File: config.mk
export PLATFORM = sky130hd
export DESIGN_NAME = bca_ctrl
export DESIGN_NICKNAME = d
export VERILOG_FILES = /design/src/sv/bca_pkg.sv /design/src/sv/bca_ctrl.sv
export SDC_FILE = /design/constraint.sdc
export NUM_CORES = 1
export LEC_CHECK = 0
export BUFFER_PORTS_ARGS = -buffer_cell sky130_fd_sc_hd__buf_2
export CORE_UTILIZATION = 45
export DETAILED_ROUTE_END_ITERATION = 6
export PLACE_DENSITY = 0.89
export SYNTH_ARGS = -nofsm -noshare
export SYNTH_HDL_FRONTEND = slang
export SYNTH_SLANG_ARGS = --single-unit
File: constraint.sdc
create_clock -name clk -period 5.1 [get_ports clk]
set_input_delay 0.765 -clock clk [delete_from_list [all_inputs] [get_ports clk]]
set_output_delay 0.765 -clock clk [all_outputs]
set_load 0.02 [all_outputs]
File: src/sv/bca_pkg.sv
// ----------------------------------------------------------------------------
// Block chain allocator package
// Shared types, codes and constants for the allocator controller, datapath
// and top level.
// ----------------------------------------------------------------------------
package bca_pkg;

  // Default depth of the bitmap and the next-block table.
  localparam int NUM_BLOCKS_DEF = 1024;

  // Fixed widths of the item fields.
  localparam int COUNT_W = 11;
  localparam int BLOCK_W = 10;

  // Block count after reset.
  localparam logic [COUNT_W-1:0] COUNT_RESET = 11'd1024;

  // Operation codes carried in the mode field.
  typedef enum logic [2:0] {
    OP_ALLOC = 3'd0,
    OP_FREE  = 3'd1,
    OP_NEXT  = 3'd2,
    OP_MARK  = 3'd3,
    OP_LINK  = 3'd4
  } op_t;

  // Result status codes.
  typedef enum logic [1:0] {
    ST_OK    = 2'd0,
    ST_FULL  = 2'd1,
    ST_RANGE = 2'd2
  } res_status_t;

  // Controller states.
  typedef enum logic [3:0] {
    S_CLEAR,
    S_IDLE,
    S_DECODE,
    S_ALLOC_SCAN,
    S_ALLOC_LINK,
    S_ALLOC_END,
    S_FREE_GET,
    S_FREE_SCAN,
    S_FREE_WR,
    S_NEXT_GET,
    S_RESP
  } state_t;

  // Request word.
  typedef struct packed {
    op_t                mode;
    logic [BLOCK_W-1:0] block;
    logic [BLOCK_W-1:0] link_block;
    logic               link_valid;
    logic               flag;
  } req_t;

  // Response word.
  typedef struct packed {
    res_status_t        status;
    logic [BLOCK_W-1:0] result_block;
    logic               result_end;
  } rsp_t;

  // Configuration word.
  typedef struct packed {
    logic [COUNT_W-1:0] data_block_count;
  } cfg_t;

  // Commands from the controller to the datapath.
  typedef struct packed {
    logic load_in;
    logic clr_step;
    logic scan_start;
    logic scan_step;
    logic wr_mark;
    logic wr_link;
    logic alloc_link;
    logic alloc_end;
    logic free_get;
    logic free_wr;
    logic next_get;
    logic res_ok;
    logic res_full;
    logic res_range;
    logic res_alloc;
    logic load_out;
  } cmd_t;

  // Status from the datapath to the controller.
  typedef struct packed {
    op_t  mode;
    logic flag;
    logic blk_oor;
    logic lnk_oor;
    logic scan_hit;
    logic scan_exh;
    logic clr_last;
  } sts_t;

endpackage

File: src/sv/bca_ctrl.sv
// ----------------------------------------------------------------------------
// Allocator controller
// Sequences the clear pass, the decode, the table scans and the response
// of each request word.
// ----------------------------------------------------------------------------
module bca_ctrl (
  input  logic          clk,
  input  logic          rst,
  input  logic          in_valid,
  output logic          in_ready,
  output logic          out_valid,
  input  logic          out_ready,
  output bca_pkg::cmd_t cmd,
  input  bca_pkg::sts_t sts
);
  import bca_pkg::*;

  state_t state;
  state_t state_next;
  logic   out_free;

  assign out_free = !out_valid || out_ready;
  assign in_ready = state == S_IDLE;

  // State register and output valid flag.
  always_ff @(posedge clk) begin
    if (rst) begin
      state     <= S_CLEAR;
      out_valid <= 1'b0;
    end else begin
      state <= state_next;
      if (cmd.load_out) begin
        out_valid <= 1'b1;
      end else if (out_ready) begin
        out_valid <= 1'b0;
      end
    end
  end

  // Next state.
  always_comb begin
    state_next = state;
    case (state)
      S_CLEAR: begin
        if (sts.clr_last) state_next = S_IDLE;
      end
      S_IDLE: begin
        if (in_valid) state_next = S_DECODE;
      end
      S_DECODE: begin
        case (sts.mode)
          OP_ALLOC: state_next = sts.lnk_oor ? S_RESP : S_ALLOC_SCAN;
          OP_FREE: begin
            if (sts.blk_oor) begin
              state_next = S_RESP;
            end else begin
              state_next = sts.flag ? S_FREE_GET : S_FREE_WR;
            end
          end
          OP_NEXT: state_next = sts.blk_oor ? S_RESP : S_NEXT_GET;
          default: state_next = S_RESP;
        endcase
      end
      S_ALLOC_SCAN: begin
        if (sts.scan_hit) begin
          state_next = S_ALLOC_LINK;
        end else if (sts.scan_exh) begin
          state_next = S_RESP;
        end
      end
      S_ALLOC_LINK: state_next = S_ALLOC_END;
      S_ALLOC_END:  state_next = S_RESP;
      S_FREE_GET:   state_next = S_FREE_SCAN;
      S_FREE_SCAN: begin
        if (sts.scan_hit || sts.scan_exh) state_next = S_FREE_WR;
      end
      S_FREE_WR:  state_next = S_RESP;
      S_NEXT_GET: state_next = S_RESP;
      S_RESP: begin
        if (out_free) state_next = S_IDLE;
      end
      default: state_next = S_IDLE;
    endcase
  end

  // Command outputs.
  always_comb begin
    cmd         = '0;
    cmd.load_in = in_valid && in_ready;
    case (state)
      S_CLEAR: cmd.clr_step = 1'b1;
      S_DECODE: begin
        cmd.scan_start = 1'b1;
        case (sts.mode)
          OP_ALLOC: cmd.res_range = sts.lnk_oor;
          OP_FREE:  cmd.res_range = sts.blk_oor;
          OP_NEXT:  cmd.res_range = sts.blk_oor;
          OP_MARK: begin
            cmd.res_range = sts.blk_oor;
            cmd.wr_mark   = !sts.blk_oor;
            cmd.res_ok    = !sts.blk_oor;
          end
          OP_LINK: begin
            cmd.res_range = sts.blk_oor || sts.lnk_oor;
            cmd.wr_link   = !(sts.blk_oor || sts.lnk_oor);
            cmd.res_ok    = !(sts.blk_oor || sts.lnk_oor);
          end
          default: cmd.res_ok = 1'b1;
        endcase
      end
      S_ALLOC_SCAN: begin
        cmd.scan_step = 1'b1;
        cmd.res_full  = sts.scan_exh;
      end
      S_ALLOC_LINK: cmd.alloc_link = 1'b1;
      S_ALLOC_END: begin
        cmd.alloc_end = 1'b1;
        cmd.res_alloc = 1'b1;
      end
      S_FREE_GET: begin
        cmd.free_get   = 1'b1;
        cmd.scan_start = 1'b1;
      end
      S_FREE_SCAN: cmd.scan_step = 1'b1;
      S_FREE_WR: begin
        cmd.free_wr = 1'b1;
        cmd.res_ok  = 1'b1;
      end
      S_NEXT_GET: cmd.next_get = 1'b1;
      S_RESP:     cmd.load_out = out_free;
      default: ;
    endcase
  end

endmodule
=== After elaboration in Yosys (flattened, before gate mapping) ===
Cells that the tools add are included.

* Latch bits: 0
* Input port bits: 13
* Output and inout port bits: 18
* Memories kept: 0
* Memory bits (read-only): 0
* Bits in registers: 5
* Bits in writable memories: 0

* Eq/ne operators: 19
* Bitwise operators: 0
* Shifts and indexed selects: 0
* Add/subtract/negate cells: 0
* Multiplexer cells: 31
* Order comparisons: 0
* $mul: 0
* Reductions and logical operators: 16
* Divide/modulo/power cells: 0

{| class="wikitable"
|+ Operators with widths
! cell !! count
|-
| two-way mux 4 bit || 9
|-
| case mux 4 bit (9 select lines) || 1
|-
| equality test 4 x 3 -> 1 bit (second input constant) || 4
|-
| two-way mux 1 bit || 15
|-
| equality test 4 bit (second input constant) || 3
|-
| case mux 4 bit (3 select lines) || 1
|-
| OR reduction 3 bit || 3
|-
| equality test 4 x 2 -> 1 bit (second input constant) || 2
|-
| != test 2 bit (second input constant) || 4
|-
| equality test 3 x 2 -> 1 bit (second input constant) || 2
|-
| case mux 1 bit (3 select lines) || 2
|-
| AND reduction 5 bit || 1
|-
| equality test 4 x 1 -> 1 bit (second input constant) || 1
|-
| zero test 4 bit || 1
|-
| two-way mux 2 bit || 2
|-
| OR reduction 2 bit || 2
|-
| equality test 3 x 1 -> 1 bit (second input constant) || 1
|-
| equality test 3 bit (second input constant) || 1
|-
| zero test 1 bit || 3
|-
| zero test 3 bit || 1
|-
| logical OR 1 bit || 3
|-
| != test 3 bit (second input constant) || 1
|-
| case mux 1 bit (2 select lines) || 1
|-
| nonzero test 2 bit || 1
|-
| logical AND 1 bit || 1
|}

=== Depth between registers and ports, before layout ===
Gate-level depths: netlist (run 1).

* Depth in word-level cells: 4
* Gate-level depth with buffers: 6
* Gate-level depth less buffers: 4

=== Worst setup path before layout (run 1) ===
OpenSTA, ideal clock, no wires.

* Path type: input -> output
* Start: in sts[7] (netlist bit)
* End: out cmd[4] (netlist bit)
* Data arrival time: 1.978 ns
* Buffers on the path: 1
* Required time: 4.335 ns
* Setup slack: 2.357 ns
* Stages: 4
* Cells stage by stage: clkbuf_1 or4_4 nor3_4 or3_1

{| class="wikitable"
|+ RTL lines
! item !! RTL line !! source
|-
| start, declared || bca_ctrl.sv:14 || <nowiki>input bca_pkg::sts_t sts</nowiki>
|-
| end, declared || bca_ctrl.sv:13 || <nowiki>output bca_pkg::cmd_t cmd,</nowiki>
|}

==> results of run 1 <==
[synth_stat cells (all sizes together) (2+ instances only)]
| master | n |
|---|---|
| a21oi | 8 |
| and3 | 3 |
| buf | 2 |
| clkbuf | 8 |
| dfxtp | 5 |
| inv | 3 |
| nand2 | 6 |
| nand2b | 6 |
| nand4bb | 2 |
| nor2 | 9 |
| nor2b | 4 |
| nor3 | 4 |
| nor4 | 4 |
| o21a | 3 |
| o21ai | 2 |
| or3 | 2 |
[registers in the layout, indices dropped and copies added, names as in the netlist]
signal and flops:
out_valid 1, state 4
[per-layer routing]
metal	global-route usage (%)	part of all wire [%]	vias to the layer above
met5	0	0	-
met1	26.5	50	340
met3	5.56	5.1	0
met2	33.1	45	23
li1	-	-	392
met4	1.72	0	0
[cells by family after synthesis]
family                 count (synthesis)
buffers and inverters                 13
AND/OR/NAND/NOR                       46
AO/OA/AOI/OAI                         27
flip-flops                             5
multiplexers                           2
[worst min path at each step]
| stage | from | end | slack, ns | cells after the start |
|---|---|---|---|---|
| global placement | out_valid$_SDFFE_PP0P_ | out_valid$_SDFFE_PP0P_ | 0.49 | 2 |
| finish | out_valid$_SDFFE_PP0P_ | out_valid$_SDFFE_PP0P_ | 0.51 | 2 |
| global route | out_valid$_SDFFE_PP0P_ | out_valid$_SDFFE_PP0P_ | 0.53 | 2 |
| CTS | out_valid$_SDFFE_PP0P_ | out_valid$_SDFFE_PP0P_ | 0.51 | 2 |
| floorplan | out_valid$_SDFFE_PP0P_ | out_valid$_SDFFE_PP0P_ | 0.57 | 2 |
| detailed placement | out_valid$_SDFFE_PP0P_ | out_valid$_SDFFE_PP0P_ | 0.50 | 2 |
[worst max-delay path: stages, from the launching register on]
cell	delay (ns)
sky130_fd_sc_hd__dfxtp_1	0.62
sky130_fd_sc_hd__or4b_4	0.57
sky130_fd_sc_hd__or4_4	0.45
sky130_fd_sc_hd__nor3_4	0.12
sky130_fd_sc_hd__or3_1	0.11
sky130_fd_sc_hd__buf_2	0.15
[power groups by stage]
stage | Combinational (W) | Sequential (W) | Clock, W
finish | 0.0000412 | 0.0000462 | 0.0000435
global route | 0.0000452 | 0.0000467 | 0.0000470
CTS | 0.0000409 | 0.0000460 | 0.0000454
detailed placement | 0.0000407 | 0.0000467 | 0
global placement | 0.0000397 | 0.0000465 | 0
floorplan | 0.0000316 | 0.0000425 | 0
[cell type report]
type | count | share of cell area (%)
repair buffers | 30 | 18.8
inverters | 3 | 1.41
well taps | 15 | 2.35
multi-input cells | 75 | 61.6
clock buffers | 4 | 3.29
flip-flops and latches | 5 | 12.5
[per-stage QoR]
stage | worst slack (ns) | power (W) | area [um2]
floorplan | 2.36 | 0.0000741 | 653
global placement | 2.38 | 0.0000862 | 772
detailed placement | 2.33 | 0.0000874 | 772
CTS | 2.07 | 0.000132 | 798
global route | 1.96 | 0.000139 | 798
finish | 2.07 | 0.000131 | 798
[layout by cell type (no fill, tap or decap), drive strengths merged, types with 4 or more instances in the layout]
master  synthesis  routed
a21oi           8       8
buf             2      30
clkbuf          8       4
dfxtp           5       5
nand2           6       6
nand2b          6       6
nor2            9       9
nor2b           4       4
nor3            4       4
nor4            4       4
==> impl_results.md, run 1 <==
- Slew Viols, Final: 0
- Post-Synth Adder-Cell Area: 0%
- Power density relative to cell area: 164 mW/mm2
- Worst-case register-to-register setup slack: 3.26 ns
- Pin count of the biggest net entering global routing: 19
- HP Class: flop to flop
- Share of the yosys chip area belonging to registers: around 15%
- Initial cell density of the core: between 40% and 50%
- Multiplexer share of the synthesized area: roughly 3.3%
- DRT Wirelength: 1550 um
- RR Endpoint: state[3]$_SDFFE_PP0P_
- Post-CTS setup buffers: 0
- DR pass1 iterations: 4
- Category of the worst setup path capture point: output port
- CTS tree: built
- Ys async rst share: 0%
- Cell types with the largest area share after synthesis: sky130_fd_sc_hd__dfxtp_1 15%, sky130_fd_sc_hd__a21oi_1 6.1%, sky130_fd_sc_hd__nand2b_1 5.7%
- Final count of negative-setup-slack endpoints: 0
- Placed Instances: 128
- Post-cts hold buffer count: 0
- Relative contribution of the clock network to total power: 33.2%
- Number of antenna-violating nets in the routed design: 0
- Number of H-tree levels: 1
- Setup repair after global routing missed its margin: no
- Type of the worst setup path: flop to output port
- Achievable clock frequency: 0.330 GHz
- Placer Congestion: 0.841
- Total area of sequential cells: about 100 um2
- Compound-cell area share of the yosys netlist: 28.9%
- Kind of start point of the critical path: flop
- Req. time, crit path: 4.34 ns
- Number of DRC violations after detailed routing: 0
- First-pass GRT wire length: approximately 2300 um
- Share of power burned in combinational logic: 31.5%
- Number of antenna violations at the first check in global routing: 0
- Worst Path Max Fanout: 18
- Static Leakage: 0.373 nW
- Via count of the routed design: between 700 and 800
- Sequential power share: 35.3%
- Power Internal: between 0.00008 and 0.00009 W
- Routed wire per std cell: 11.8 um
- Relative max-transition margin: 65.5%
- Pin slew with the least headroom to its limit: 0.517 ns
- Synth Area per Inst: 7.02 um2
- Buffer cell driving the clock tree root: sky130_fd_sc_hd__clkbuf_4
- Proportion of layout cells with a drive suffix above 1: 33.3%
- Half-perimeter wire length after detailed placement: about 1200 um
- Main combinational cell family by area after synthesis: simple AND/OR/NAND/NOR gates
- Synthesized net count: 106
- Area growth from synthesis to final layout: 22.2%
- Total standard cell area after synthesis: 653 um2
- Overflow after GRT: 0
- Number of enable flip-flop cells after synthesis: 0
- Final period util: between 50% and 60%
- Sum of negative setup slack: 0 ns
- Post_cts resized: 0
- Die Span X: around 40 um
- Num ports: 31
- Crit path from: state[1]$_SDFFE_PP0P_
- Placeable core region: 0.00132 mm2
- Max_cap viols: 0
- Number of input and output port buffers inserted: 30
- Primary FF master, synth: sky130_fd_sc_hd__dfxtp_1
- Die area: 0.00161 mm2
- Outcome: complete, no violations
- Average vias per placed instance: 5.72
- Min Clock Period, post-route: between 3 and 4 ns
- Post-synthesis share of cell area spent on and, or, nand and nor gates: around 43%
- Final cell count without fillers: 132
- Post-synthesis instance total: between 90 and 100
- Sw frac: 32.7%
- Multi-input logic area: slightly below 500 um2
- Number of synthesized register bits: 5
- Number of buffers on the longest clock path: 2
- Fin util: roughly three fifths
- All-layer global routing usage: 20.0%
- Antenna diodes: 0
- Number of placement rows: 13
- Vertical die dimension: 40.1 um
- Final clock skew: 0.00280 ns
- Startpoint of the worst register-to-register path: state[1]$_SDFFE_PP0P_
- Crit path to: cmd[4]
- Total Nets Final: about 130
- Layout fillers: 118
- Register-to-Register Path Depth: 4
- Worst skew pair latency: 0.23 ns
- Worst-case hold slack: 0.508 ns
- Warning count from the yosys run: 0
- Highest ir drop seen on vdd: 0.201 mV
- Starting DRC count in detailed routing: 31
- Data arrival time of the worst path: 2.27 ns
- Synth top area share: 15.3%
- Switching power: about 0.000043 W
- Yosys top cell by area: sky130_fd_sc_hd__dfxtp_1
- Vias in the first global route: between 500 and 600
- Hold violation count in the final report: 0
- Clock buffer count from CTS: 3
- TritonCTS sink count: 5
- Count of distinct cell types in the synthesized netlist: 41
- Xor and xnor fraction of the mapped netlist area: 0%
- Clock transition at path regs: 0.04 ns
No activity file was read; power rests on OpenSTA's default activity.
==> inputs of run 2 (changes only) <==
==> constraint.sdc (replaced) <==
create_clock -name clk -period 3 [get_ports clk]
set_input_delay 0.45 -clock clk [delete_from_list [all_inputs] [get_ports clk]]
set_output_delay 0.45 -clock clk [all_outputs]
set_load 0.02 [all_outputs]
==> run 2 against run 1 <==
  * Non-clock buffer count is 1 higher
  * First-iteration DRC count is 35% lower
  * Die area stayed put
  * Clock-buffer cell count stayed put
  * Hold slack worse by 0.058 ns
  * Combinational power is 76% higher
  * Clock power is 76% higher
  * Register-to-register slack worse by 2.0 ns
  * Clock skew is 0.0012 ns lower
  * Sequential power is 64% higher
  * Largest cell class unchanged
  * Highest routed layer is now met4
==> impl_results.md, run 2 (synthesis results as in run 1) <==
- Data arrival time of the worst path: 2.17 ns (was 2.27 ns)
- Number of placement rows: 13 (unchanged)
- All-layer global routing usage: 20.5% (was 20.0%)
- Initial cell density of the core: 49.6% (unchanged)
- Post_cts resized: 0 (unchanged)
- Vias in the first global route: 554 (was 567)
- Setup repair after global routing missed its margin: no (unchanged)
- Worst skew pair latency: 0.24 ns (was 0.23 ns)
- Outcome: complete, no violations (unchanged)
- Antenna diodes: 0 (unchanged)
- Proportion of layout cells with a drive suffix above 1: 33.9% (was 33.3%)
- DRT Wirelength: 1520 um (was 1550 um)
- Number of buffers on the longest clock path: 2 (unchanged)
- Layout fillers: 120 (was 118)
- Overflow after GRT: 0 (unchanged)
- Post-layout worst setup margin: 0.383 ns (was 2.07 ns)
- Highest ir drop seen on vdd: 0.221 mV (was 0.201 mV)
- First-pass GRT wire length: 2260 um (was 2280 um)
- Dpl cell area: 779 um2 (was 772 um2)
- Power density relative to cell area: 279 mW/mm2 (was 164 mW/mm2)
- Register-to-Register Path Depth: 4 (unchanged)
- Average vias per placed instance: 5.68 (was 5.72)
- Number of input and output port buffers inserted: 30 (unchanged)
- Die area: 0.00161 mm2 (unchanged)
- Instance count along the most critical hold path: 2 (unchanged)
- Type of the worst setup path: flop to output port (unchanged)
- Vertical die dimension: 40.1 um (unchanged)
- Number of DRC violations after detailed routing: 0 (unchanged)
- Worst-case hold slack: 0.450 ns (was 0.508 ns)
- Die Span X: 40.1 um (unchanged)
- Kind of start point of the critical path: flop (unchanged)
- Hold violation count in the final report: 0 (unchanged)
- HP Class: primary input to flop (was flop to flop)
- Clock transition at path regs: 0.04 ns (about the same)
- Registers with the highest flip-flop counts: state: 4 flops, out_valid: 1 flops (unchanged)
- Total Nets Final: 132 (was 131)
- Starting DRC count in detailed routing: 20 (was 31)
- Final clock skew: 0.00164 ns (was 0.00280 ns)
- Commonest cells after routing, fill and taps aside: 30 x sky130_fd_sc_hd__buf_2, 9 x sky130_fd_sc_hd__nor2_1, 8 x sky130_fd_sc_hd__a21oi_1, 6 x sky130_fd_sc_hd__nand2b_1, 6 x sky130_fd_sc_hd__nand2_1 (unchanged)
- Final count of negative-setup-slack endpoints: 0 (unchanged)
- Buffer cell driving the clock tree root: sky130_fd_sc_hd__clkbuf_4 (unchanged)
- Req. time, crit path: 2.55 ns (was 4.34 ns)
- Via count of the routed design: 756 (was 755)
- Max_cap viols: 0 (unchanged)
- Slew Viols, Final: 0 (unchanged)
- Routed wire per std cell: 11.4 um (was 11.8 um)
- TritonCTS sink count: 5 (unchanged)
- Number of antenna-violating nets in the routed design: 0 (unchanged)
- Number of H-tree levels: 1 (unchanged)
- Sum of negative setup slack: 0 ns (unchanged)
- Placeable core region: 0.00132 mm2 (unchanged)
- Worst Path Max Fanout: 18 (unchanged)
- Final period util: 87.2%
- Number of antenna violations at the first check in global routing: 0 (unchanged)
- Min Clock Period, post-route: 2.62 ns
- CTS tree: built (unchanged)
- Post-CTS setup buffers: 0 (unchanged)
- Flip-flop count of the largest register after layout: 4 (unchanged)
- Placer Congestion: 0.804 (was 0.841)
- Num ports: 31 (unchanged)
- Register bank with the most flops: state (unchanged)
- Clock buffer count from CTS: 3 (unchanged)
- Leading cell type in the layout, fill and taps excluded: sky130_fd_sc_hd__buf_2 (unchanged)
- Static Leakage: 0.379 nW (was 0.373 nW)
- Achievable clock frequency: 0.382 GHz
- Total Power Consumption: 0.000225 W (was 0.000131 W)
- Post-cts hold buffer count: 0 (unchanged)
- Post-route design area: 806 um2 (was 798 um2)
- Placement Setup Slack: 0.626 ns (was 2.33 ns)
- Category of the worst setup path capture point: output port (unchanged)
- Relative max-transition margin: 66.1% (was 65.5%)
- Half-perimeter wire length after detailed placement: 1150 um (was 1180 um)
- DR pass1 iterations: 4 (unchanged)
- Area growth from synthesis to final layout: 23.4% (was 22.2%)
- Pin count of the biggest net entering global routing: 19 (unchanged)
- Pin slew with the least headroom to its limit: 0.508 ns (was 0.517 ns)
run 2: final timing paths:
kind | endpoint | from | slack (ns)
max | cmd[4] | state[3]$_SDFFE_PP0P_ | 0.38
min | state[3]$_SDFFE_PP0P_ | rst | 0.45
max reg2reg | state[3]$_SDFFE_PP0P_ | state[3]$_SDFFE_PP0P_ | 1.25
min reg2reg | out_valid$_SDFFE_PP0P_ | out_valid$_SDFFE_PP0P_ | 0.51
run 2: stage by stage:
stage / utilization (%) / instances
final: 61.2 / 133
after floorplan: - / 93
after detailed placement: 59.2 / 129
after global placement: 59.2 / 129
after CTS: 61.2 / 133
after global routing: 61.2 / 133
run 2: power by group:
part / leakage (nW) / internal [W] / switching [W]
clock: 0.0150 / 0.0000502 / 0.0000264
sequential: 0.0406 / 0.0000691 / 0.00000689
combinational: 0.323 / 0.0000313 / 0.0000412
run 2: critical path, cell delays in order, from the launching register on:
cell and delay [ns]:
sky130_fd_sc_hd__dfxtp_1 0.46, sky130_fd_sc_hd__or4b_4 0.65, sky130_fd_sc_hd__or4_4 0.45, sky130_fd_sc_hd__nor3_4 0.12, sky130_fd_sc_hd__or3_1 0.11, sky130_fd_sc_hd__buf_2 0.15
run 2: layout make-up:
cell class	count	area [um2]	share of cell area (%)
tap	15	18.8	2.33
timing repair buffer	31	158	19.6
inverter	3	11.3	1.40
multi-input combinational	75	492	61.0
clock buffer	4	26.3	3.26
sequential	5	100	12.4
run 2: metal layers:
layer	routed length, um	vias up	GRT usage, %
met5	0	-	0
met2	718	19	33.5
met3	67	2	1.67
met4	6	0	7.76
met1	725	335	27.8
li1	-	400	-
